### config.mk
export PLATFORM = sky130hd
export DESIGN_NAME = source_tokenizer
export DESIGN_NICKNAME = d
export VERILOG_FILES = /design/src/rtl/stok_pkg.sv /design/src/rtl/stok_front.sv /design/src/rtl/stok_back.sv /design/src/rtl/source_tokenizer.sv
export SDC_FILE = /design/constraint.sdc
export NUM_CORES = 1
export LEC_CHECK = 0
export ABC_AREA = 0
export BUFFER_PORTS_ARGS = -buffer_cell sky130_fd_sc_hd__buf_4
export CAP_MARGIN = 5
export CELL_PAD_IN_SITES_DETAIL_PLACEMENT = 1
export CELL_PAD_IN_SITES_GLOBAL_PLACEMENT = 2
export CORE_MARGIN = 2
export CORE_UTILIZATION = 42
export DETAILED_ROUTE_END_ITERATION = 7
export PLACE_DENSITY = 0.88
export SYNTH_ARGS = -nofsm -noshare
export SYNTH_HDL_FRONTEND = slang
export SYNTH_SLANG_ARGS = --single-unit
### constraint.sdc
create_clock -name clk_i -period 6.1 [get_ports clk_i]
set_input_delay 0.915 -clock clk_i [delete_from_list [all_inputs] [get_ports clk_i]]
set_output_delay 0.915 -clock clk_i [all_outputs]
set_load 0.02 [all_outputs]
### src/rtl/stok_pkg.sv
// ----------------------------------------------------------------------------
// stok_pkg
// Shared types, token kinds, keyword table and byte helpers for the tokenizer.
// ----------------------------------------------------------------------------
package stok_pkg;

  localparam int OFFSET_BITS_DEF     = 24;
  localparam int LINE_BITS_DEF       = 16;
  localparam int KEYWORD_MAX_LEN_DEF = 10;

  localparam int KIND_W   = 6;
  localparam int KW_COUNT = 19;
  localparam int KW_CHARS = 10;
  localparam int QUEUE_DEPTH = 4;

  // Token kinds
  localparam logic [KIND_W-1:0] KIND_IDENT    = 6'd19;
  localparam logic [KIND_W-1:0] KIND_INT      = 6'd20;
  localparam logic [KIND_W-1:0] KIND_DEC      = 6'd21;
  localparam logic [KIND_W-1:0] KIND_STR      = 6'd22;
  localparam logic [KIND_W-1:0] KIND_PLUS     = 6'd23;
  localparam logic [KIND_W-1:0] KIND_MINUS    = 6'd24;
  localparam logic [KIND_W-1:0] KIND_STAR     = 6'd25;
  localparam logic [KIND_W-1:0] KIND_SLASH    = 6'd26;
  localparam logic [KIND_W-1:0] KIND_PERCENT  = 6'd27;
  localparam logic [KIND_W-1:0] KIND_ASSIGN   = 6'd28;
  localparam logic [KIND_W-1:0] KIND_LT       = 6'd29;
  localparam logic [KIND_W-1:0] KIND_GT       = 6'd30;
  localparam logic [KIND_W-1:0] KIND_COLON    = 6'd31;
  localparam logic [KIND_W-1:0] KIND_COMMA    = 6'd32;
  localparam logic [KIND_W-1:0] KIND_LPAREN   = 6'd33;
  localparam logic [KIND_W-1:0] KIND_RPAREN   = 6'd34;
  localparam logic [KIND_W-1:0] KIND_LBRACE   = 6'd35;
  localparam logic [KIND_W-1:0] KIND_RBRACE   = 6'd36;
  localparam logic [KIND_W-1:0] KIND_EQ       = 6'd37;
  localparam logic [KIND_W-1:0] KIND_NE       = 6'd38;
  localparam logic [KIND_W-1:0] KIND_LE       = 6'd39;
  localparam logic [KIND_W-1:0] KIND_GE       = 6'd40;
  localparam logic [KIND_W-1:0] KIND_ERR      = 6'd41;
  localparam logic [KIND_W-1:0] KIND_EOF      = 6'd42;
  localparam logic [KIND_W-1:0] KIND_OPEN_STR = 6'd43;
  localparam logic [KIND_W-1:0] KIND_AND      = 6'd16;
  localparam logic [KIND_W-1:0] KIND_OR       = 6'd17;

  // Keywords, space padded to KW_CHARS, first character in the top byte
  localparam logic [8*KW_CHARS-1:0] KW_TEXT [KW_COUNT] = '{
    "inicio    ", "var       ", "def       ", "retorna   ", "se        ",
    "senao     ", "enquanto  ", "para      ", "escreve   ", "le        ",
    "inteiro   ", "decimal   ", "texto     ", "logico    ", "verdadeiro",
    "falso     ", "e         ", "ou        ", "nao       "
  };
  localparam int KW_LEN [KW_COUNT] = '{
    6, 3, 3, 7, 2, 5, 8, 4, 7, 2, 7, 7, 5, 6, 10, 5, 1, 2, 3
  };

  // Byte classes worked out at the input side
  typedef struct packed {
    logic                is_space;
    logic                is_newline;
    logic                is_digit;
    logic                is_alpha;
    logic                is_quote;
    logic                is_bslash;
    logic                is_dot;
    logic                may_pair;
    logic [KIND_W-1:0]   single;
  } byte_class_t;

  typedef struct packed {
    logic [7:0]   data;
    logic         eoi;
    byte_class_t  cls;
  } beat_t;

  function automatic logic [KIND_W-1:0] single_kind(input logic [7:0] c);
    logic [KIND_W-1:0] k;
    case (c)
      8'h2B:   k = KIND_PLUS;
      8'h2D:   k = KIND_MINUS;
      8'h2A:   k = KIND_STAR;
      8'h2F:   k = KIND_SLASH;
      8'h25:   k = KIND_PERCENT;
      8'h3D:   k = KIND_ASSIGN;
      8'h3C:   k = KIND_LT;
      8'h3E:   k = KIND_GT;
      8'h3A:   k = KIND_COLON;
      8'h2C:   k = KIND_COMMA;
      8'h28:   k = KIND_LPAREN;
      8'h29:   k = KIND_RPAREN;
      8'h7B:   k = KIND_LBRACE;
      8'h7D:   k = KIND_RBRACE;
      default: k = KIND_ERR;
    endcase
    return k;
  endfunction

  // Two-character operator kind; valid flag in the top bit
  function automatic logic [KIND_W:0] pair_kind(input logic [7:0] c, input logic [7:0] b);
    logic [KIND_W:0] r;
    r = '0;
    if (b == "=") begin
      if (c == "=") r = {1'b1, KIND_EQ};
      if (c == "!") r = {1'b1, KIND_NE};
      if (c == "<") r = {1'b1, KIND_LE};
      if (c == ">") r = {1'b1, KIND_GE};
    end
    if (c == "&" && b == "&") r = {1'b1, KIND_AND};
    if (c == "|" && b == "|") r = {1'b1, KIND_OR};
    return r;
  endfunction

endpackage

### src/rtl/stok_front.sv
// ----------------------------------------------------------------------------
// stok_front
// Classifies each source byte and holds the beats in a short queue.
// ----------------------------------------------------------------------------
module stok_front import stok_pkg::*; (
  input  logic        clk_i,
  input  logic        rst_ni,
  input  logic        in_valid_i,
  output logic        in_stall_o,
  input  logic [7:0]  byte_value_i,
  input  logic        end_of_input_i,
  output logic        beat_valid_o,
  output beat_t       beat_o,
  input  logic        beat_pop_i
);

  localparam int PTR_W = $clog2(QUEUE_DEPTH);
  localparam int CNT_W = $clog2(QUEUE_DEPTH + 1);

  beat_t              mem_q [QUEUE_DEPTH];
  logic [PTR_W-1:0]   wr_q, rd_q;
  logic [CNT_W-1:0]   cnt_q;
  byte_class_t        cls;
  logic               push, pop;

  // Classify the incoming byte
  always_comb begin
    cls            = '0;
    cls.is_newline = (byte_value_i == 8'h0A);
    cls.is_space   = (byte_value_i == 8'h20) || (byte_value_i == 8'h09) ||
                     (byte_value_i == 8'h0D) || cls.is_newline;
    cls.is_digit   = (byte_value_i >= "0") && (byte_value_i <= "9");
    cls.is_alpha   = ((byte_value_i >= "a") && (byte_value_i <= "z")) ||
                     ((byte_value_i >= "A") && (byte_value_i <= "Z")) ||
                     (byte_value_i == "_");
    cls.is_quote   = (byte_value_i == 8'h22);
    cls.is_bslash  = (byte_value_i == 8'h5C);
    cls.is_dot     = (byte_value_i == ".");
    cls.may_pair   = (byte_value_i == "=") || (byte_value_i == "!") ||
                     (byte_value_i == "<") || (byte_value_i == ">") ||
                     (byte_value_i == "&") || (byte_value_i == "|") ||
                     (byte_value_i == "/");
    cls.single     = single_kind(byte_value_i);
  end

  assign in_stall_o   = (cnt_q == CNT_W'(QUEUE_DEPTH));
  assign push         = in_valid_i && !in_stall_o;
  assign beat_valid_o = (cnt_q != '0);
  assign pop          = beat_pop_i && beat_valid_o;
  assign beat_o       = mem_q[rd_q];

  // Store accepted beats
  always_ff @(posedge clk_i) begin
    if (push) begin
      mem_q[wr_q] <= '{data: byte_value_i, eoi: end_of_input_i, cls: cls};
    end
  end

  // Advance pointers and fill count
  always_ff @(posedge clk_i or negedge rst_ni) begin
    if (!rst_ni) begin
      wr_q  <= '0;
      rd_q  <= '0;
      cnt_q <= '0;
    end else begin
      if (push) wr_q <= wr_q + PTR_W'(1);
      if (pop)  rd_q <= rd_q + PTR_W'(1);
      if (push && !pop)      cnt_q <= cnt_q + CNT_W'(1);
      else if (pop && !push) cnt_q <= cnt_q - CNT_W'(1);
    end
  end

endmodule

### src/rtl/stok_back.sv
// ----------------------------------------------------------------------------
// stok_back
// Scan engine: tracks position and scan mode, builds tokens, drives the
// output register. A two-token beat is popped only with its second token.
// ----------------------------------------------------------------------------
module stok_back import stok_pkg::*; #(
  parameter int OFFSET_BITS     = OFFSET_BITS_DEF,
  parameter int LINE_BITS       = LINE_BITS_DEF,
  parameter int KEYWORD_MAX_LEN = KEYWORD_MAX_LEN_DEF
) (
  input  logic                   clk_i,
  input  logic                   rst_ni,
  input  logic                   beat_valid_i,
  input  beat_t                  beat_i,
  output logic                   beat_pop_o,
  output logic                   out_valid_o,
  input  logic                   out_stall_i,
  output logic [KIND_W-1:0]      token_kind_o,
  output logic [OFFSET_BITS-1:0] start_offset_o,
  output logic [OFFSET_BITS-1:0] token_length_o,
  output logic [LINE_BITS-1:0]   start_line_o,
  output logic [LINE_BITS-1:0]   start_column_o,
  output logic                   last_of_run_o
);

  localparam int IDX_W = $clog2(KEYWORD_MAX_LEN);
  localparam int CNT_W = $clog2(KEYWORD_MAX_LEN + 1);
  localparam logic [OFFSET_BITS-1:0] OFF_MAX  = '1;
  localparam logic [LINE_BITS-1:0]   LINE_MAX = '1;

  typedef enum logic [7:0] {
    M_IDLE = 8'b0000_0001,
    M_INT  = 8'b0000_0010,
    M_FRAC = 8'b0000_0100,
    M_WORD = 8'b0000_1000,
    M_STR  = 8'b0001_0000,
    M_ESC  = 8'b0010_0000,
    M_CMT  = 8'b0100_0000,
    M_OP   = 8'b1000_0000
  } mode_e;

  typedef struct packed {
    logic [KIND_W-1:0]      kind;
    logic [OFFSET_BITS-1:0] off;
    logic [OFFSET_BITS-1:0] len;
    logic [LINE_BITS-1:0]   line;
    logic [LINE_BITS-1:0]   col;
  } token_t;

  mode_e                  mode_q, mode_d;
  logic [OFFSET_BITS-1:0] off_q, off_d, ts_off_q, ts_off_d;
  logic [LINE_BITS-1:0]   line_q, line_d, col_q, col_d;
  logic [LINE_BITS-1:0]   ts_line_q, ts_line_d, ts_col_q, ts_col_d;
  logic [7:0]             wbuf_q [KEYWORD_MAX_LEN];
  logic [CNT_W-1:0]       wcnt_q, wcnt_d;
  logic                   wlong_q, wlong_d;
  logic                   wwr;
  logic [IDX_W-1:0]       widx;
  logic [7:0]             pend_q, pend_d;
  logic                   phase_q;
  logic                   out_v_q;
  token_t                 out_q;
  logic                   last_q;

  logic [KIND_W-1:0]      wkind;
  logic [OFFSET_BITS-1:0] span;
  token_t                 tk0, tk1, tkn;
  logic [1:0]             ntok;
  logic                   consumed, opened, hit;
  logic [KIND_W:0]        pk;
  logic                   can_out, commit;

  // Match the stored word against the keyword list
  always_comb begin
    wkind = KIND_IDENT;
    hit   = 1'b0;
    if (!wlong_q) begin
      for (int k = KW_COUNT - 1; k >= 0; k--) begin
        hit = (int'(wcnt_q) == KW_LEN[k]);
        for (int i = 0; i < KW_CHARS; i++) begin
          if (i < KW_LEN[k] && wbuf_q[i] != KW_TEXT[k][8*(KW_CHARS-i)-1 -: 8]) hit = 1'b0;
        end
        if (hit) wkind = KIND_W'(k);
      end
    end
  end

  assign span = off_q - ts_off_q;
  assign pk   = pair_kind(pend_q, beat_i.data);

  // Next state and tokens for the head beat
  always_comb begin
    mode_d    = mode_q;
    off_d     = off_q;
    line_d    = line_q;
    col_d     = col_q;
    ts_off_d  = ts_off_q;
    ts_line_d = ts_line_q;
    ts_col_d  = ts_col_q;
    wcnt_d    = wcnt_q;
    wlong_d   = wlong_q;
    wwr       = 1'b0;
    widx      = wcnt_q[IDX_W-1:0];
    pend_d    = pend_q;
    consumed  = 1'b0;
    opened    = 1'b0;
    ntok      = 2'd0;
    tk0       = '0;
    tk1       = '0;
    tkn       = '{kind: KIND_ERR, off: ts_off_q, len: span, line: ts_line_q, col: ts_col_q};

    if (beat_i.eoi) begin
      // Flush the pending token, then end of file
      case (mode_q)
        M_INT:         begin tkn.kind = KIND_INT;      ntok = 2'd1; end
        M_FRAC:        begin tkn.kind = KIND_DEC;      ntok = 2'd1; end
        M_WORD:        begin tkn.kind = wkind;         ntok = 2'd1; end
        M_STR, M_ESC:  begin tkn.kind = KIND_OPEN_STR; ntok = 2'd1; end
        M_OP: begin
          tkn.kind = single_kind(pend_q);
          tkn.len  = OFFSET_BITS'(1);
          ntok     = 2'd1;
        end
        default: ;
      endcase
      if (ntok == 2'd1) begin
        tk0 = tkn;
        tk1 = '{kind: KIND_EOF, off: off_q, len: '0, line: line_q, col: col_q};
        ntok = 2'd2;
      end else begin
        tk0 = '{kind: KIND_EOF, off: off_q, len: '0, line: line_q, col: col_q};
        ntok = 2'd1;
      end
      mode_d = M_IDLE;
    end else begin
      // Continue the token in progress
      case (mode_q)
        M_INT: begin
          if (beat_i.cls.is_digit) consumed = 1'b1;
          else if (beat_i.cls.is_dot) begin
            mode_d   = M_FRAC;
            consumed = 1'b1;
          end else begin
            tkn.kind = KIND_INT;
            ntok     = 2'd1;
            mode_d   = M_IDLE;
          end
        end
        M_FRAC: begin
          if (beat_i.cls.is_digit) consumed = 1'b1;
          else begin
            tkn.kind = KIND_DEC;
            ntok     = 2'd1;
            mode_d   = M_IDLE;
          end
        end
        M_WORD: begin
          if (beat_i.cls.is_alpha || beat_i.cls.is_digit) begin
            consumed = 1'b1;
            if (int'(wcnt_q) < KEYWORD_MAX_LEN) begin
              wwr    = 1'b1;
              wcnt_d = wcnt_q + CNT_W'(1);
            end else begin
              wlong_d = 1'b1;
            end
          end else begin
            tkn.kind = wkind;
            ntok     = 2'd1;
            mode_d   = M_IDLE;
          end
        end
        M_STR: begin
          consumed = 1'b1;
          if (beat_i.cls.is_quote) begin
            tkn.kind = KIND_STR;
            ntok     = 2'd1;
            mode_d   = M_IDLE;
          end else if (beat_i.cls.is_bslash) begin
            mode_d = M_ESC;
          end
        end
        M_ESC: begin
          consumed = 1'b1;
          mode_d   = M_STR;
        end
        M_CMT: begin
          consumed = 1'b1;
          if (beat_i.cls.is_newline) mode_d = M_IDLE;
        end
        M_OP: begin
          if (pk[KIND_W]) begin
            tkn.kind = pk[KIND_W-1:0];
            tkn.len  = OFFSET_BITS'(2);
            ntok     = 2'd1;
            mode_d   = M_IDLE;
            consumed = 1'b1;
          end else if (pend_q == "/" && beat_i.data == "/") begin
            mode_d   = M_CMT;
            consumed = 1'b1;
          end else begin
            tkn.kind = single_kind(pend_q);
            tkn.len  = OFFSET_BITS'(1);
            ntok     = 2'd1;
            mode_d   = M_IDLE;
          end
        end
        default: mode_d = M_IDLE;
      endcase
      tk0 = tkn;

      // Start a new token from this byte
      if (!consumed) begin
        if (beat_i.cls.is_space) begin
          // skip whitespace
        end else if (beat_i.cls.is_digit) begin
          ts_off_d  = off_q;
          ts_line_d = line_q;
          ts_col_d  = col_q;
          mode_d    = M_INT;
        end else if (beat_i.cls.is_alpha) begin
          ts_off_d  = off_q;
          ts_line_d = line_q;
          ts_col_d  = col_q;
          wwr       = 1'b1;
          widx      = '0;
          wcnt_d    = CNT_W'(1);
          wlong_d   = 1'b0;
          mode_d    = M_WORD;
        end else if (beat_i.cls.is_quote) begin
          opened = 1'b1;
        end else if (beat_i.cls.may_pair) begin
          ts_off_d  = off_q;
          ts_line_d = line_q;
          ts_col_d  = col_q;
          pend_d    = beat_i.data;
          mode_d    = M_OP;
        end else begin
          tkn = '{kind: beat_i.cls.single, off: off_q, len: OFFSET_BITS'(1),
                  line: line_q, col: col_q};
          if (ntok == 2'd0) tk0 = tkn;
          else tk1 = tkn;
          ntok = ntok + 2'd1;
        end
      end

      // Advance position over the byte
      if (off_q != OFF_MAX) off_d = off_q + OFFSET_BITS'(1);
      if (beat_i.cls.is_newline) begin
        if (line_q != LINE_MAX) line_d = line_q + LINE_BITS'(1);
        col_d = LINE_BITS'(1);
      end else if (col_q != LINE_MAX) begin
        col_d = col_q + LINE_BITS'(1);
      end

      // String content starts after the quote
      if (opened) begin
        ts_off_d  = off_d;
        ts_line_d = line_d;
        ts_col_d  = col_d;
        mode_d    = M_STR;
      end
    end
  end

  // Two-token beats pop only on the pass that loads the second token (phase_q)
  assign can_out    = !out_v_q || !out_stall_i;
  assign commit     = beat_valid_i && can_out && ((ntok != 2'd2) || phase_q);
  assign beat_pop_o = commit;

  // Hold scan state
  always_ff @(posedge clk_i or negedge rst_ni) begin
    if (!rst_ni) begin
      mode_q    <= M_IDLE;
      off_q     <= '0;
      line_q    <= LINE_BITS'(1);
      col_q     <= LINE_BITS'(1);
      ts_off_q  <= '0;
      ts_line_q <= LINE_BITS'(1);
      ts_col_q  <= LINE_BITS'(1);
      wcnt_q    <= '0;
      wlong_q   <= 1'b0;
      pend_q    <= '0;
      phase_q   <= 1'b0;
      out_v_q   <= 1'b0;
    end else begin
      if (commit) begin
        mode_q    <= mode_d;
        off_q     <= off_d;
        line_q    <= line_d;
        col_q     <= col_d;
        ts_off_q  <= ts_off_d;
        ts_line_q <= ts_line_d;
        ts_col_q  <= ts_col_d;
        wcnt_q    <= wcnt_d;
        wlong_q   <= wlong_d;
        pend_q    <= pend_d;
      end
      if (beat_valid_i && can_out && ntok == 2'd2) phase_q <= !phase_q;
      if (can_out) out_v_q <= beat_valid_i && (ntok != 2'd0);
    end
  end

  // Store word bytes
  always_ff @(posedge clk_i) begin
    if (commit && wwr) wbuf_q[widx] <= beat_i.data;
  end

  // Load the output register
  always_ff @(posedge clk_i) begin
    if (can_out && beat_valid_i && ntok != 2'd0) begin
      out_q  <= (ntok == 2'd2 && phase_q) ? tk1 : tk0;
      last_q <= (ntok != 2'd2) || phase_q;
    end
  end

  assign out_valid_o    = out_v_q;
  assign token_kind_o   = out_q.kind;
  assign start_offset_o = out_q.off;
  assign token_length_o = out_q.len;
  assign start_line_o   = out_q.line;
  assign start_column_o = out_q.col;
  assign last_of_run_o  = last_q;

endmodule

### src/rtl/source_tokenizer.sv
// ----------------------------------------------------------------------------
// source_tokenizer
// Streaming lexer: source bytes in, tokens with position and length out.
// ----------------------------------------------------------------------------
//  channel | direction | handshake               | beat
//  in      | input     | in_valid_i / in_stall_o  | byte_value_i, end_of_input_i
//  out     | output    | out_valid_o / out_stall_i| token_kind_o .. last_of_run_o
//
// One source byte per cycle while neither side stalls; a byte that ends a
// token and also yields a single-character token (operator, punctuation or
// error) or end of file occupies the scan engine for a second pass. A beat is
// written into the queue, then scanned into the output register.
// A four-beat queue separates the classifier from the scan engine.
// Reset (async, active low) restores line and column 1, offset 0, idle mode.
// ----------------------------------------------------------------------------
module source_tokenizer import stok_pkg::*; #(
  parameter int OFFSET_BITS     = OFFSET_BITS_DEF,
  parameter int LINE_BITS       = LINE_BITS_DEF,
  parameter int KEYWORD_MAX_LEN = KEYWORD_MAX_LEN_DEF
) (
  input  logic                   clk_i,
  input  logic                   rst_ni,
  input  logic                   in_valid_i,
  output logic                   in_stall_o,
  input  logic [7:0]             byte_value_i,
  input  logic                   end_of_input_i,
  output logic                   out_valid_o,
  input  logic                   out_stall_i,
  output logic [KIND_W-1:0]      token_kind_o,
  output logic [OFFSET_BITS-1:0] start_offset_o,
  output logic [OFFSET_BITS-1:0] token_length_o,
  output logic [LINE_BITS-1:0]   start_line_o,
  output logic [LINE_BITS-1:0]   start_column_o,
  output logic                   last_of_run_o
);

  logic  beat_valid, beat_pop;
  beat_t beat;

  stok_front u_front (
    .clk_i          (clk_i),
    .rst_ni         (rst_ni),
    .in_valid_i     (in_valid_i),
    .in_stall_o     (in_stall_o),
    .byte_value_i   (byte_value_i),
    .end_of_input_i (end_of_input_i),
    .beat_valid_o   (beat_valid),
    .beat_o         (beat),
    .beat_pop_i     (beat_pop)
  );

  stok_back #(
    .OFFSET_BITS     (OFFSET_BITS),
    .LINE_BITS       (LINE_BITS),
    .KEYWORD_MAX_LEN (KEYWORD_MAX_LEN)
  ) u_back (
    .clk_i          (clk_i),
    .rst_ni         (rst_ni),
    .beat_valid_i   (beat_valid),
    .beat_i         (beat),
    .beat_pop_o     (beat_pop),
    .out_valid_o    (out_valid_o),
    .out_stall_i    (out_stall_i),
    .token_kind_o   (token_kind_o),
    .start_offset_o (start_offset_o),
    .token_length_o (token_length_o),
    .start_line_o   (start_line_o),
    .start_column_o (start_column_o),
    .last_of_run_o  (last_of_run_o)
  );

endmodule

==> summary.md, run 1 <==
| Metric | Value |
|---|---|
| R2R Setup Slk | `0.80 ns` |
| Area growth, synth to finish | `13.95%` |
| Seq/Total Area, Yosys | `55.33%` |
| Cts bufs inserted | `45` |
| Slowest CP cell | `mux4_2` |
| Critical path class | `flop to flop` |
| Unique cell type count in the Yosys netlist | `90` |
| Final non-filler cell total | `2575` |
| Hold-fix buffers, CTS | `0` |
| # clock sinks | `401` |
| Core Rows | `80` |
| Clock Path Buffers | `3` |
| Share of cells above drive strength 1 | `14.03%` |
| # fillers | `5065` |
| WP depth | `17` |
| Mapped Cells | `1845` |
| Die X | `224.9 um` |
| Worst hold path class | `input pin to asynchronous set/reset pin` |
| Synth Cell Area | `20490 um^2` |
| Crit-path max cell delay | `0.77 ns` |
| Final count of pins violating max slew | `0` |
| # diodes | `0` |
| Die height | `224.9 um` |
| Synthesized area per cell | `11.11 um^2` |
| Ys async rst share | `35.41%` |
| Total die area | `50570 um^2` |
| H-tree lvl count | `2` |
| Drt total wl | `59110 um` |
| Final hold viol count | `0` |
| Seq cells post-synth | `401` |
| Most frequent cells in the layout | `259 x edfxtp_1, 181 x nand2_1, 162 x nor2_1` |
| Post-CTS Setup Inserts | `0` |
| Syn. warnings | `0` |
| Pre-Repair DR Iteration Count | `5` |
| Setup TNS | `0 ns` |
| CP cell instances | `mux4_2 -> or3b_4 -> nor4_4 -> nor2_1 -> nor2_1 -> inv_1 -> ha_1 -> nand2b_1 -> o31a_1 -> o21ai_0 -> buf_4 -> ha_1 -> inv_1 -> fa_1 -> xor2_1 -> nor2_1 -> xor2_1` |
| Outcome | `finished clean` |
| Period utilization | `86.94%` |
| Placed cells | `2491` |
| Max rail drop VDD | `0.3103 mV` |
| CP max FO | `14` |
| Reg-to-Reg Start | `u_front.rd_q[0]$_DFFE_PN0P_` |
| DR WL/cell | `22.95 um` |
| Vias per cell | `5.992` |
| FF/Latch Area | `11340 um^2` |
| RSZ-0062 raised after global routing | `no` |
| CTS tree | `done` |
| Clock skew | `0.02047 ns` |
| Most frequent CP cell | `nor2_1` |
| Fin crit period | `5.304 ns` |
| Largest net degree at the start of global routing | `93` |
| Number of flops mapped to enable cells by yosys | `259` |
| Delay-heaviest family, CP | `simple AND/OR/NAND/NOR gates` |
| R2r worst-path depth | `17` |
| Global-route usage over all layers | `23.56%` |
| CP bufs+invs | `3` |
| Startpoint Class | `flop` |
| Final setup fails | `0` |
| # resized after CTS | `0` |
| I/O pin cnt | `102` |
| Post-route DRC violation count | `0` |
| GRT Residual Overflow | `0` |
| Fmax achieved | `188.6 MHz` |
| Post-DP HPWL | `40850 um` |
| Effective utilization at floorplan | `42.73%` |
| Global-route wire length before repair | `93230 um` |
| Worst Setup End Kind | `flop` |
| Vias | `15429` |
| Clk pin slew, worst setup/hold paths | `0.06 ns` |
| Commonest non-fill, non-tap cell in the layout | `edfxtp_1` |
| Static Leakage | `8.705 nW` |
| Starting DRT DRC Count | `1047` |
| Layout net count | `1974` |
| Vias in the first global route | `16155` |
| Worst-Margin Slew | `1.257 ns` |
| Reg-to-Reg End | `u_front.cnt_q[2]$_DFFE_PN0P_` |
| Worst-Skew Late Latency | `0.58 ns` |
| Core area | `47950 um^2` |
| Power per Cell Area | `504.1 nW/um^2` |
| Root Buffer | `clkbuf_16` |
| Syn nets | `1896` |
| PortBufs | `101` |
| Number of max-cap violations | `0` |
| Crit path DAT | `5.80 ns` |
| GP Congestion | `0.8907` |
| CP required | `6.59 ns` |
| Multi-input logic area | `8572 um^2` |
| Rel. slew slack | `16.18%` |
| Initial antenna violation count | `0` |
| Ys flop type | `edfxtp_1` |
| Antenna-violating nets left | `0` |
## layout make-up
type / count / share of cell area (%)
clock inverter: 22 / 1.125
tap: 615 / 3.296
multi-input combinational: 1293 / 36.71
sequential: 401 / 48.56
inverter: 55 / 0.8842
clock buffer: 62 / 5.268
timing repair buffer: 127 / 4.153
## per-layer routing
layer | track usage (%) | wire, um
met5 | 0 | 0
met3 | 3.527 | 2480
met2 | 39.70 | 28780
met4 | 8.802 | 2077
met1 | 30.84 | 25770
## through the flow
step                utilization [%]  hold slack (ns)  setup WS (ns)  cell area, um^2  power, mW
floorplan                         -           0.4489         0.9934            20490      7.335
global placement              45.58           0.4649          1.056            21850      8.904
detailed placement            45.58           0.4677         0.8541            21850      9.057
CTS                           48.70           0.4613         0.8194            23350      11.86
global route                  48.70           0.4868         0.3949            23350      12.38
finish                        48.70           0.4211         0.7964            23350      11.77
## power breakdown
part / switching, mW / total (mW) / internal [mW] / leakage, nW
Clock: 1.13 / 2.76 / 1.63 / 0.730
Sequential: 0.503 / 4.38 / 3.88 / 4.36
Combinational: 3.07 / 4.63 / 1.56 / 3.61
## registers in the layout, indices dropped and copies added (netlist names), 3 cells and up
name,cells
u_back.token_length_o,24
u_back.start_offset_o,24
u_back.ts_line_q,16
u_back.ts_col_q,16
u_back.ts_off_q,24
u_back.pend_q,8
u_back.line_q,16
u_back.start_line_o,16
u_front.cnt_q,3
u_back.wbuf_q,80
u_back.token_kind_o,6
u_front.mem_q,92
u_back.off_q,24
u_back.wcnt_q,4
u_back.col_q,16
u_back.start_column_o,16
u_back.mode_q,8
## cell usage after synthesis, drive strengths merged, types with 33 or more instances
cell | instances | area share [%]
edfxtp | 259 | 38
nand2 | 181 | 3.3
nor2 | 162 | 3.0
dfrtp | 137 | 17
o21ai | 110 | 2.7
nand3 | 63 | 1.5
nor3 | 59 | 1.6
clkbuf | 58 | 1.1
a22o | 57 | 2.4
a21oi | 56 | 1.4
inv | 55 | 1.0
xor2 | 50 | 2.1
xnor2 | 46 | 2.0
buf | 38 | 0.97
ha | 36 | 2.2
nand4 | 34 | 1.0
a31oi | 33 | 1.0
## logic make-up after synthesis
logic type,count (synthesis),synth area share (%)
compound gates,388,13.00
fa+ha+maj,38,2.394
buf+inv,151,3.041
flops,401,55.33
xor+xnor,96,4.104
simple gates,728,18.55
mux,43,3.585
## worst max path at each step
stage	startpoint	endpoint	slack, ns
2_1_floorplan	u_front.rd_q[0]$_DFFE_PN0P_	u_back.last_of_run_o$_DFFE_PP_	0.99
3_3_place_gp	u_front.rd_q[0]$_DFFE_PN0P_	u_front.cnt_q[2]$_DFFE_PN0P_	1.06
3_5_place_dp	u_front.rd_q[0]$_DFFE_PN0P_	u_back.ts_line_q[1]$_DFFE_PN0P_	0.85
4_1_cts	u_front.rd_q[0]$_DFFE_PN0P_	u_front.cnt_q[2]$_DFFE_PN0P_	0.82
5_1_grt	u_front.rd_q[0]$_DFFE_PN0P_	u_front.cnt_q[2]$_DFFE_PN0P_	0.39
6_report	u_front.rd_q[0]$_DFFE_PN0P_	u_front.cnt_q[2]$_DFFE_PN0P_	0.80
Note: power is estimated with default switching activity, not from simulation.
==> inputs of run 2 (changes only) <==
--- a/config.mk
+++ b/config.mk
@@ -12,2 +12,3 @@
 export CELL_PAD_IN_SITES_GLOBAL_PLACEMENT = 2
+export CORE_ASPECT_RATIO = 1.2
 export CORE_MARGIN = 2
@@ -18,2 +19,3 @@
 export SYNTH_HDL_FRONTEND = slang
+export SYNTH_HIERARCHICAL = 1
 export SYNTH_SLANG_ARGS = --single-unit
--- a/constraint.sdc
+++ b/constraint.sdc
@@ -3,2 +3,2 @@
 set_output_delay 0.915 -clock clk_i [all_outputs]
-set_load 0.02 [all_outputs]
+set_load 0.005 [all_outputs]
==> run 2 against run 1 <==
Final cell count rose by 0.35%; sequential cell count did not move; clock-buffer cell count fell by 5; die area rose by 1.3%; cell area rose by 1.0%; critical path depth fell by 1; setup slack got worse by 0.28 ns; critical endpoint is now u_back/off_q[4]$_DFFE_PN0P_.
==> summary.md, run 2 <==
| Metric | Value |
|---|---|
| Layout net count | `1964 (-0.51%)` |
| CP max FO | `25 (+11)` |
| Vias | `15474 (+0.29%)` |
| # clock sinks | `401 (unchanged)` |
| Post-route DRC violation count | `0 (unchanged)` |
| Comb power frac | `38.6% (-0.7 points)` |
| Slowest CP cell | `mux4_2` |
| Max reg flops | `92 (unchanged)` |
| Global-route usage over all layers | `23.27% (-0.29 points)` |
| Syn nets | `1900 (+0.21%)` |
| Die X | `206.9 um (-8.0%)` |
| Startpoint Class | `flop` |
| Drt total wl | `59810 um (+1.2%)` |
| Power per Cell Area | `493.9 nW/um^2 (-2.0%)` |
| CP cell instances | `buf_4 -> mux4_2 -> or2_2 -> o22a_1 -> o41ai_2 -> nor3b_2 -> inv_1 -> ha_1 -> nor3b_1 -> buf_4 -> nand3_1 -> nor3b_1 -> a211o_1 -> buf_4 -> nor3_1 -> xor2_1` |
| Starting DRT DRC Count | `907 (-13%)` |
| RSZ-0062 raised after global routing | `no` |
| Period utilization | `91.60% (+4.7 points)` |
| Outcome | `finished clean` |
| Initial antenna violation count | `0 (unchanged)` |
| Clock Path Buffers | `3 (unchanged)` |
| CP required | `6.55 ns (-0.04 ns)` |
| Area growth, synth to finish | `13.64%` |
| Max rail drop VDD | `0.2978 mV (-4.0%)` |
| I/O pin cnt | `102 (unchanged)` |
| GRT Residual Overflow | `0 (unchanged)` |
| Largest net degree at the start of global routing | `70 (-25%)` |
| Post-synth top area share | `37.47% (-0.49 points)` |
| Sequential fraction of design power | `37.9% (+0.7 points)` |
| Fmax achieved | `179.0 MHz (-5.1%)` |
| Share of cells above drive strength 1 | `14.43% (+0.40 points)` |
| Crit path DAT | `6.03 ns (+0.23 ns)` |
| Seq cells post-synth | `401 (unchanged)` |
| Most frequent cells in the layout | `259 x edfxtp_1, 175 x nand2_1, 137 x dfrtp_1` |
| Final count of pins violating max slew | `0 (unchanged)` |
| Mapped Cells | `1849 (+0.22%)` |
| Die height | `247.5 um (+10%)` |
| Sw Ratio | `38.34% (-1.6 points)` |
| Post-DP HPWL | `41920 um (+2.6%)` |
| Ys async rst share | `35.41% (unchanged)` |
| Synth Cell Area | `20750 um^2 (+1.3%)` |
| Unique cell type count in the Yosys netlist | `98 (+8.9%)` |
| Final hold viol count | `0 (unchanged)` |
| CTS tree | `done` |
| Cell with the most instances after synthesis | `edfxtp_1` |
| Static Leakage | `8.837 nW (+1.5%)` |
| PortBufs | `101 (unchanged)` |
| Hold-fix buffers, CTS | `0 (unchanged)` |
| Biggest regs | `u_front/mem_q x92, u_back/wbuf_q x80` |
| Cts bufs inserted | `42 (-6.7%)` |
| Worst hold path class | `input pin to asynchronous set/reset pin` |
| Final WS setup | `0.5127 ns (-0.2837 ns)` |
| Clk pin slew, worst setup/hold paths | `0.06 ns (about the same)` |
| GP Congestion | `0.9101 (+2.2%)` |
| H-tree lvl count | `2 (unchanged)` |
| Seq/Total Area, Yosys | `54.62% (-0.71 points)` |
| Synthesized area per cell | `11.22 um^2 (+1.1%)` |
| Clock Power Share | `23.5% (about the same)` |
| Root Buffer | `clkbuf_16` |
| Synth top cells by count | `259 x edfxtp_1, 175 x nand2_1, 137 x dfrtp_1` |
| Final setup fails | `0 (unchanged)` |
| Vias in the first global route | `16326 (+1.1%)` |
| Most frequent CP cell | `buf_4` |
| Switching power | `4.466 mW (-5.0%)` |
| Pre-Repair DR Iteration Count | `5 (unchanged)` |
| Total die area | `51220 um^2 (+1.3%)` |
| Antenna-violating nets left | `0 (unchanged)` |
| # resized after CTS | `0 (unchanged)` |
| # diodes | `0 (unchanged)` |
| Number of max-cap violations | `0 (unchanged)` |
| Number of flops mapped to enable cells by yosys | `259 (unchanged)` |
| Worst-Margin Slew | `1.252 ns (-0.005143 ns)` |
| Effective utilization at floorplan | `42.36% (-0.38 points)` |
| Top cells by area, synth | `edfxtp_1 37%, dfrtp_1 17%, nand2_1 3.2%, mux4_2 2.5%, a22o_1 2.4%` |
| Post-CTS Setup Inserts | `0 (unchanged)` |
| Crit-path max cell delay | `0.73 ns (-0.04 ns)` |
| Worst slack, placed | `0.5565 ns (-0.2976 ns)` |
| Rel. slew slack | `16.52% (+0.34 points)` |
| # fillers | `5247 (+3.6%)` |
| Fin crit period | `5.587 ns (+0.2837 ns)` |
| Area leader, netlist | `edfxtp_1` |
| Pint | `7.184 mW (+1.6%)` |
| Vias per cell | `5.988 (about the same)` |
| Worst Setup End Kind | `flop` |
| Worst-Skew Late Latency | `0.58 ns (about the same)` |
| Core Rows | `89 (+11%)` |
| Core area | `49000 um^2 (+2.2%)` |
| Critical path class | `flop to flop` |
| Syn. warnings | `6 (+6)` |
| Largest register by flop count | `u_front/mem_q` |
| Clock skew | `0.02184 ns (+0.001369 ns)` |
| Setup TNS | `0 ns (unchanged)` |
| DR WL/cell | `23.15 um (+0.84%)` |
| Global-route wire length before repair | `92940 um (-0.31%)` |
| Commonest non-fill, non-tap cell in the layout | `edfxtp_1` |
| Ys flop type | `edfxtp_1` |
-- run 2: cell count changes in the layout (fill, tap and decap cells not counted), sizes merged, moves of 8 or more --
cell,before,now
o21ai,110,100
a21oi,56,79
buf,127,136
a21boi,5,13
and2,24,15
nor2b,15,26
xnor2,46,57
nor2,162,120
and3,20,29
a31oi,33,15
nand4,34,64
nor3,59,51
-- run 2: path summary, 6_finish.rpt --
path,start,to,slack [ns],cells past startpoint
setup / recovery,u_front/rd_q[0]$_DFFE_PN0P_,u_back/off_q[4]$_DFFE_PN0P_,0.51,16
hold / removal,rst_ni,u_back/off_q[3]$_DFFE_PN0P_,0.13,1
setup reg to reg,u_front/rd_q[0]$_DFFE_PN0P_,u_back/off_q[4]$_DFFE_PN0P_,0.51,16
hold reg to reg,u_back/ts_col_q[8]$_DFFE_PN0P_,u_back/ts_col_q[8]$_DFFE_PN0P_,0.48,2
max in group asynchronous,rst_ni,u_back/pend_q[0]$_DFFE_PN0P_,4.81,2
min in group clk_i,u_back/ts_col_q[8]$_DFFE_PN0P_,u_back/ts_col_q[8]$_DFFE_PN0P_,0.48,2
-- run 2: kinds of logic after synthesis --
| family | Yosys count | share of synthesized area [%] |
|---|---|---|
| XOR/XNOR | 100 | 4.220 |
| multiplexers | 46 | 3.695 |
| adder cells (fa/ha/maj) | 38 | 2.363 |
| buffers and inverters | 170 | 3.611 |
| AO/OA/AOI/OAI | 393 | 13.09 |
| flip-flops | 401 | 54.62 |
| AND/OR/NAND/NOR | 701 | 18.39 |
-- run 2: routing by layer --
| layer | track usage (%) | wire (um) |
|---|---|---|
| met1 | 28.88 | 24870 |
| met2 | 40.41 | 30270 |
| met3 | 3.427 | 2373 |
| met4 | 9.700 | 2298 |
| met5 | 0 | 0 |
-- run 2: critical path: cells and delay by family (launching register included) --
kind	cells	cell delay, ns
xor+xnor	1	0.17
simple gates	6	1.64
mux	1	0.73
compound gates	3	1.00
flops	1	0.54
buf+inv	4	1.10
fa+ha+maj	1	0.24
-- run 2: metrics by stage --
step | cell area, um^2 | util [%] | instances | total power, mW | hold WS (ns)
2_1_floorplan | 20770 | - | 1849 | 7.190 | 0.4471
3_3_place_gp | 22120 | 45.14 | 2506 | 8.778 | 0.4605
3_5_place_dp | 22120 | 45.14 | 2506 | 8.974 | 0.4709
4_1_cts | 23590 | 48.14 | 2584 | 11.75 | 0.1093
5_1_grt | 23590 | 48.14 | 2584 | 12.32 | 0.1144
6_report | 23590 | 48.14 | 2584 | 11.65 | 0.1326
-- run 2: power by group through the flow --
stage | clock network (mW) | logic [mW] | registers (mW)
2_1_floorplan | 0 | 2.94 | 4.25
3_3_place_gp | 0 | 4.36 | 4.42
3_5_place_dp | 0 | 4.51 | 4.47
4_1_cts | 2.79 | 4.55 | 4.42
5_1_grt | 2.88 | 4.95 | 4.49
6_report | 2.73 | 4.50 | 4.41
-- run 2: final cells by class --
type                            instances  area (um^2)  area share (%)
Sequential cell                       401        11340           48.07
Timing Repair Buffer                  136         1062           4.504
Inverter                               54        202.7          0.8594
Tap cell                              637        797.0           3.379
Multi-Input combinational cell       1278         8718           36.96
Clock buffer                           57         1179           4.997
Clock inverter                         21        290.3           1.231
==> inputs of run 3 (changes only) <==
Settings changed: CTS_CLUSTER_DIAMETER set to 200, RECOVER_POWER set to 50.
==> run 3 against run 2 <==
The run now ends with max-capacitance violations, max-slew violations left; core utilization is 0.36 points lower; final cell count is the same; highest routed layer unchanged; critical path type unchanged; sequential cell count is the same.
==> summary.md, run 3 (synthesized netlist as in run 2, its figures left out) <==
| Metric | Value |
|---|---|
| Outcome | `finished, violations left` |
| Failing checks | `max-capacitance violations, max-slew violations` |
| Vias in the first global route | `16326 (unchanged)` |
| # diodes | `0 (unchanged)` |
| Clock Path Buffers | `3 (unchanged)` |
| # clock sinks | `401 (unchanged)` |
| CP required | `6.55 ns (about the same)` |
| Most frequent cells in the layout | `259 x edfxtp_1, 175 x nand2_1, 137 x dfrtp_1` |
| Met1 global-route usage | `28.88% (unchanged)` |
| DR WL/cell | `23.08 um (-0.27%)` |
| Worst-Margin Slew | `3.999 ns (+2.747 ns)` |
| M3 GR Usage | `3.427% (unchanged)` |
| Final setup fails | `0 (unchanged)` |
| Period utilization | `91.12% (-0.47 points)` |
| Vias per cell | `5.997 (+0.15%)` |
| Die height | `247.5 um (unchanged)` |
| Area growth, synth to finish | `12.79%` |
| Drt total wl | `59650 um (-0.27%)` |
| Post-DP HPWL | `41920 um (unchanged)` |
| Core area | `49000 um^2 (unchanged)` |
| Critical path class | `flop to flop` |
| CTS tree | `done` |
| Worst Setup End Kind | `flop` |
| PortBufs | `101 (unchanged)` |
| Share of cells above drive strength 1 | `12.28% (-2.2 points)` |
| Global-route usage over all layers | `23.27% (unchanged)` |
| Pint | `7.094 mW (-1.3%)` |
| Clk pin slew, worst setup/hold paths | `0.06 ns (about the same)` |
| Startpoint Class | `flop` |
| Commonest non-fill, non-tap cell in the layout | `edfxtp_1` |
| WHS | `0.3208 ns (+0.1882 ns)` |
| Number of max-cap violations | `3 (+3)` |
| Largest register by flop count | `u_front/mem_q` |
| Most Crowded Layer GR | `met2` |
| Sw Ratio | `38.57% (+0.24 points)` |
| Max reg flops | `92 (unchanged)` |
| Starting DRT DRC Count | `1062 (+17%)` |
| Crit path DAT | `6.01 ns (-0.02 ns)` |
| Root Buffer | `clkbuf_16` |
| Pre-Repair DR Iteration Count | `5 (unchanged)` |
| Core Rows | `89 (unchanged)` |
| Worst hold path class | `input pin to asynchronous set/reset pin` |
| Sequential fraction of design power | `38.2% (+0.3 points)` |
| Switching power | `4.455 mW (-0.25%)` |
| Post-route DRC violation count | `0 (unchanged)` |
| Biggest regs | `u_front/mem_q x92, u_back/wbuf_q x80` |
| Worst-Skew Late Latency | `0.58 ns (about the same)` |
| Static Leakage | `8.664 nW (-2.0%)` |
| Post-CTS Setup Inserts | `0 (unchanged)` |
| Initial antenna violation count | `0 (unchanged)` |
| Worst Setup SP | `u_front/rd_q[0]$_DFFE_PN0P_` |
| Reg-to-Reg Start | `u_front/rd_q[0]$_DFFE_PN0P_` |
| Hold-fix buffers, CTS | `0 (unchanged)` |
| Comb power frac | `38.2% (-0.4 points)` |
| Die X | `206.9 um (unchanged)` |
| Largest net degree at the start of global routing | `70 (unchanged)` |
| CP max FO | `25 (unchanged)` |
| Final hold viol count | `0 (unchanged)` |
| GP Congestion | `0.9101 (unchanged)` |
| Vias | `15497 (+0.15%)` |
| Layout net count | `1964 (unchanged)` |
| Clock Power Share | `23.7% (+0.2 points)` |
| Cts bufs inserted | `42 (unchanged)` |
| Met2 usage | `40.41% (unchanged)` |
| Clock skew | `0.02270 ns (+0.0008566 ns)` |
| Fin crit period | `5.559 ns (-0.02876 ns)` |
| Effective utilization at floorplan | `42.36% (unchanged)` |
| Power per Cell Area | `493.4 nW/um^2 (-0.12%)` |
| Fmax achieved | `179.9 MHz (+0.52%)` |
| GRT Residual Overflow | `0 (unchanged)` |
| Final count of pins violating max slew | `134 (+134)` |
| # resized after CTS | `0 (unchanged)` |
| Total die area | `51220 um^2 (unchanged)` |
| Max rail drop VDD | `0.2992 mV (+0.47%)` |
| Antenna-violating nets left | `0 (unchanged)` |
| Rel. slew slack | `-166.6% (-180 points)` |
| Setup TNS | `0 ns (unchanged)` |
| H-tree lvl count | `2 (unchanged)` |
| RSZ-0062 raised after global routing | `no` |
| Global-route wire length before repair | `92940 um (unchanged)` |
| I/O pin cnt | `102 (unchanged)` |
[run 3: cell count changes in the layout (fill, tap and decap cells not counted), sizes merged]
cell | previous run | this run
buf | 136 | 34
clkbuf | 57 | 159
[run 3: power by group through the flow]
stage	combinational, mW	sequential, mW	clock [mW]
floorplan	2.94	4.25	0
global placement	4.36	4.42	0
detailed placement	4.51	4.47	0
CTS	4.55	4.42	2.79
global route	4.85	4.49	2.88
finish	4.41	4.41	2.73
[run 3: metrics by stage]
step	util (%)	area (um^2)	setup slack [ns]	std cells	total power [mW]
after floorplan	-	20770	0.8612	1849	7.190
after global placement	45.14	22120	0.8374	2506	8.778
after detailed placement	45.14	22120	0.5565	2506	8.974
after CTS	48.14	23590	0.5371	2584	11.75
after global routing	47.78	23410	0.09415	2584	12.22
final	47.78	23410	0.5414	2584	11.55
[run 3: per-layer routing]
metal | vias to the layer above | wire (um) | part of all wire [%]
li1 | 7091 | - | -
met1 | 7876 | 24650 | 41
met2 | 400 | 30300 | 51
met3 | 130 | 2452 | 4.1
met4 | 0 | 2247 | 3.8
met5 | - | 0 | 0
[run 3: final timing paths]
kind,endpoint,slack (ns),cells past startpoint
setup / recovery,u_back/off_q[4]$_DFFE_PN0P_,0.54,16
hold / removal,u_back/off_q[3]$_DFFE_PN0P_,0.32,1
setup reg to reg,u_back/off_q[4]$_DFFE_PN0P_,0.54,16
hold reg to reg,u_back/ts_col_q[14]$_DFFE_PN0P_,0.48,2
max in group asynchronous,u_back/pend_q[1]$_DFFE_PN0P_,1.53,2
min in group clk_i,u_back/ts_col_q[14]$_DFFE_PN0P_,0.48,2
[run 3: critical path: stages, from the launching register on]
cell and delay [ns]:
dfrtp_1 0.54, buf_4 0.42, mux4_2 0.73, or2_2 0.39, o22a_1 0.18, o41ai_2 0.40
nor3b_2 0.18, inv_1 0.09, ha_1 0.24, nor3b_1 0.31, buf_4 0.20, nand3_1 0.09
nor3b_1 0.53, a211o_1 0.42, buf_4 0.39, nor3_1 0.13, xor2_1 0.17
[run 3: final cells by class]
type,count,area [um^2]
fill,5258,25590
multi-input combinational,1278,8695
inverter,54,202.7
tap,637,797.0
clock buffer,57,1179
timing repair buffer,136,908.4
sequential,401,11340
clock inverter,21,290.3
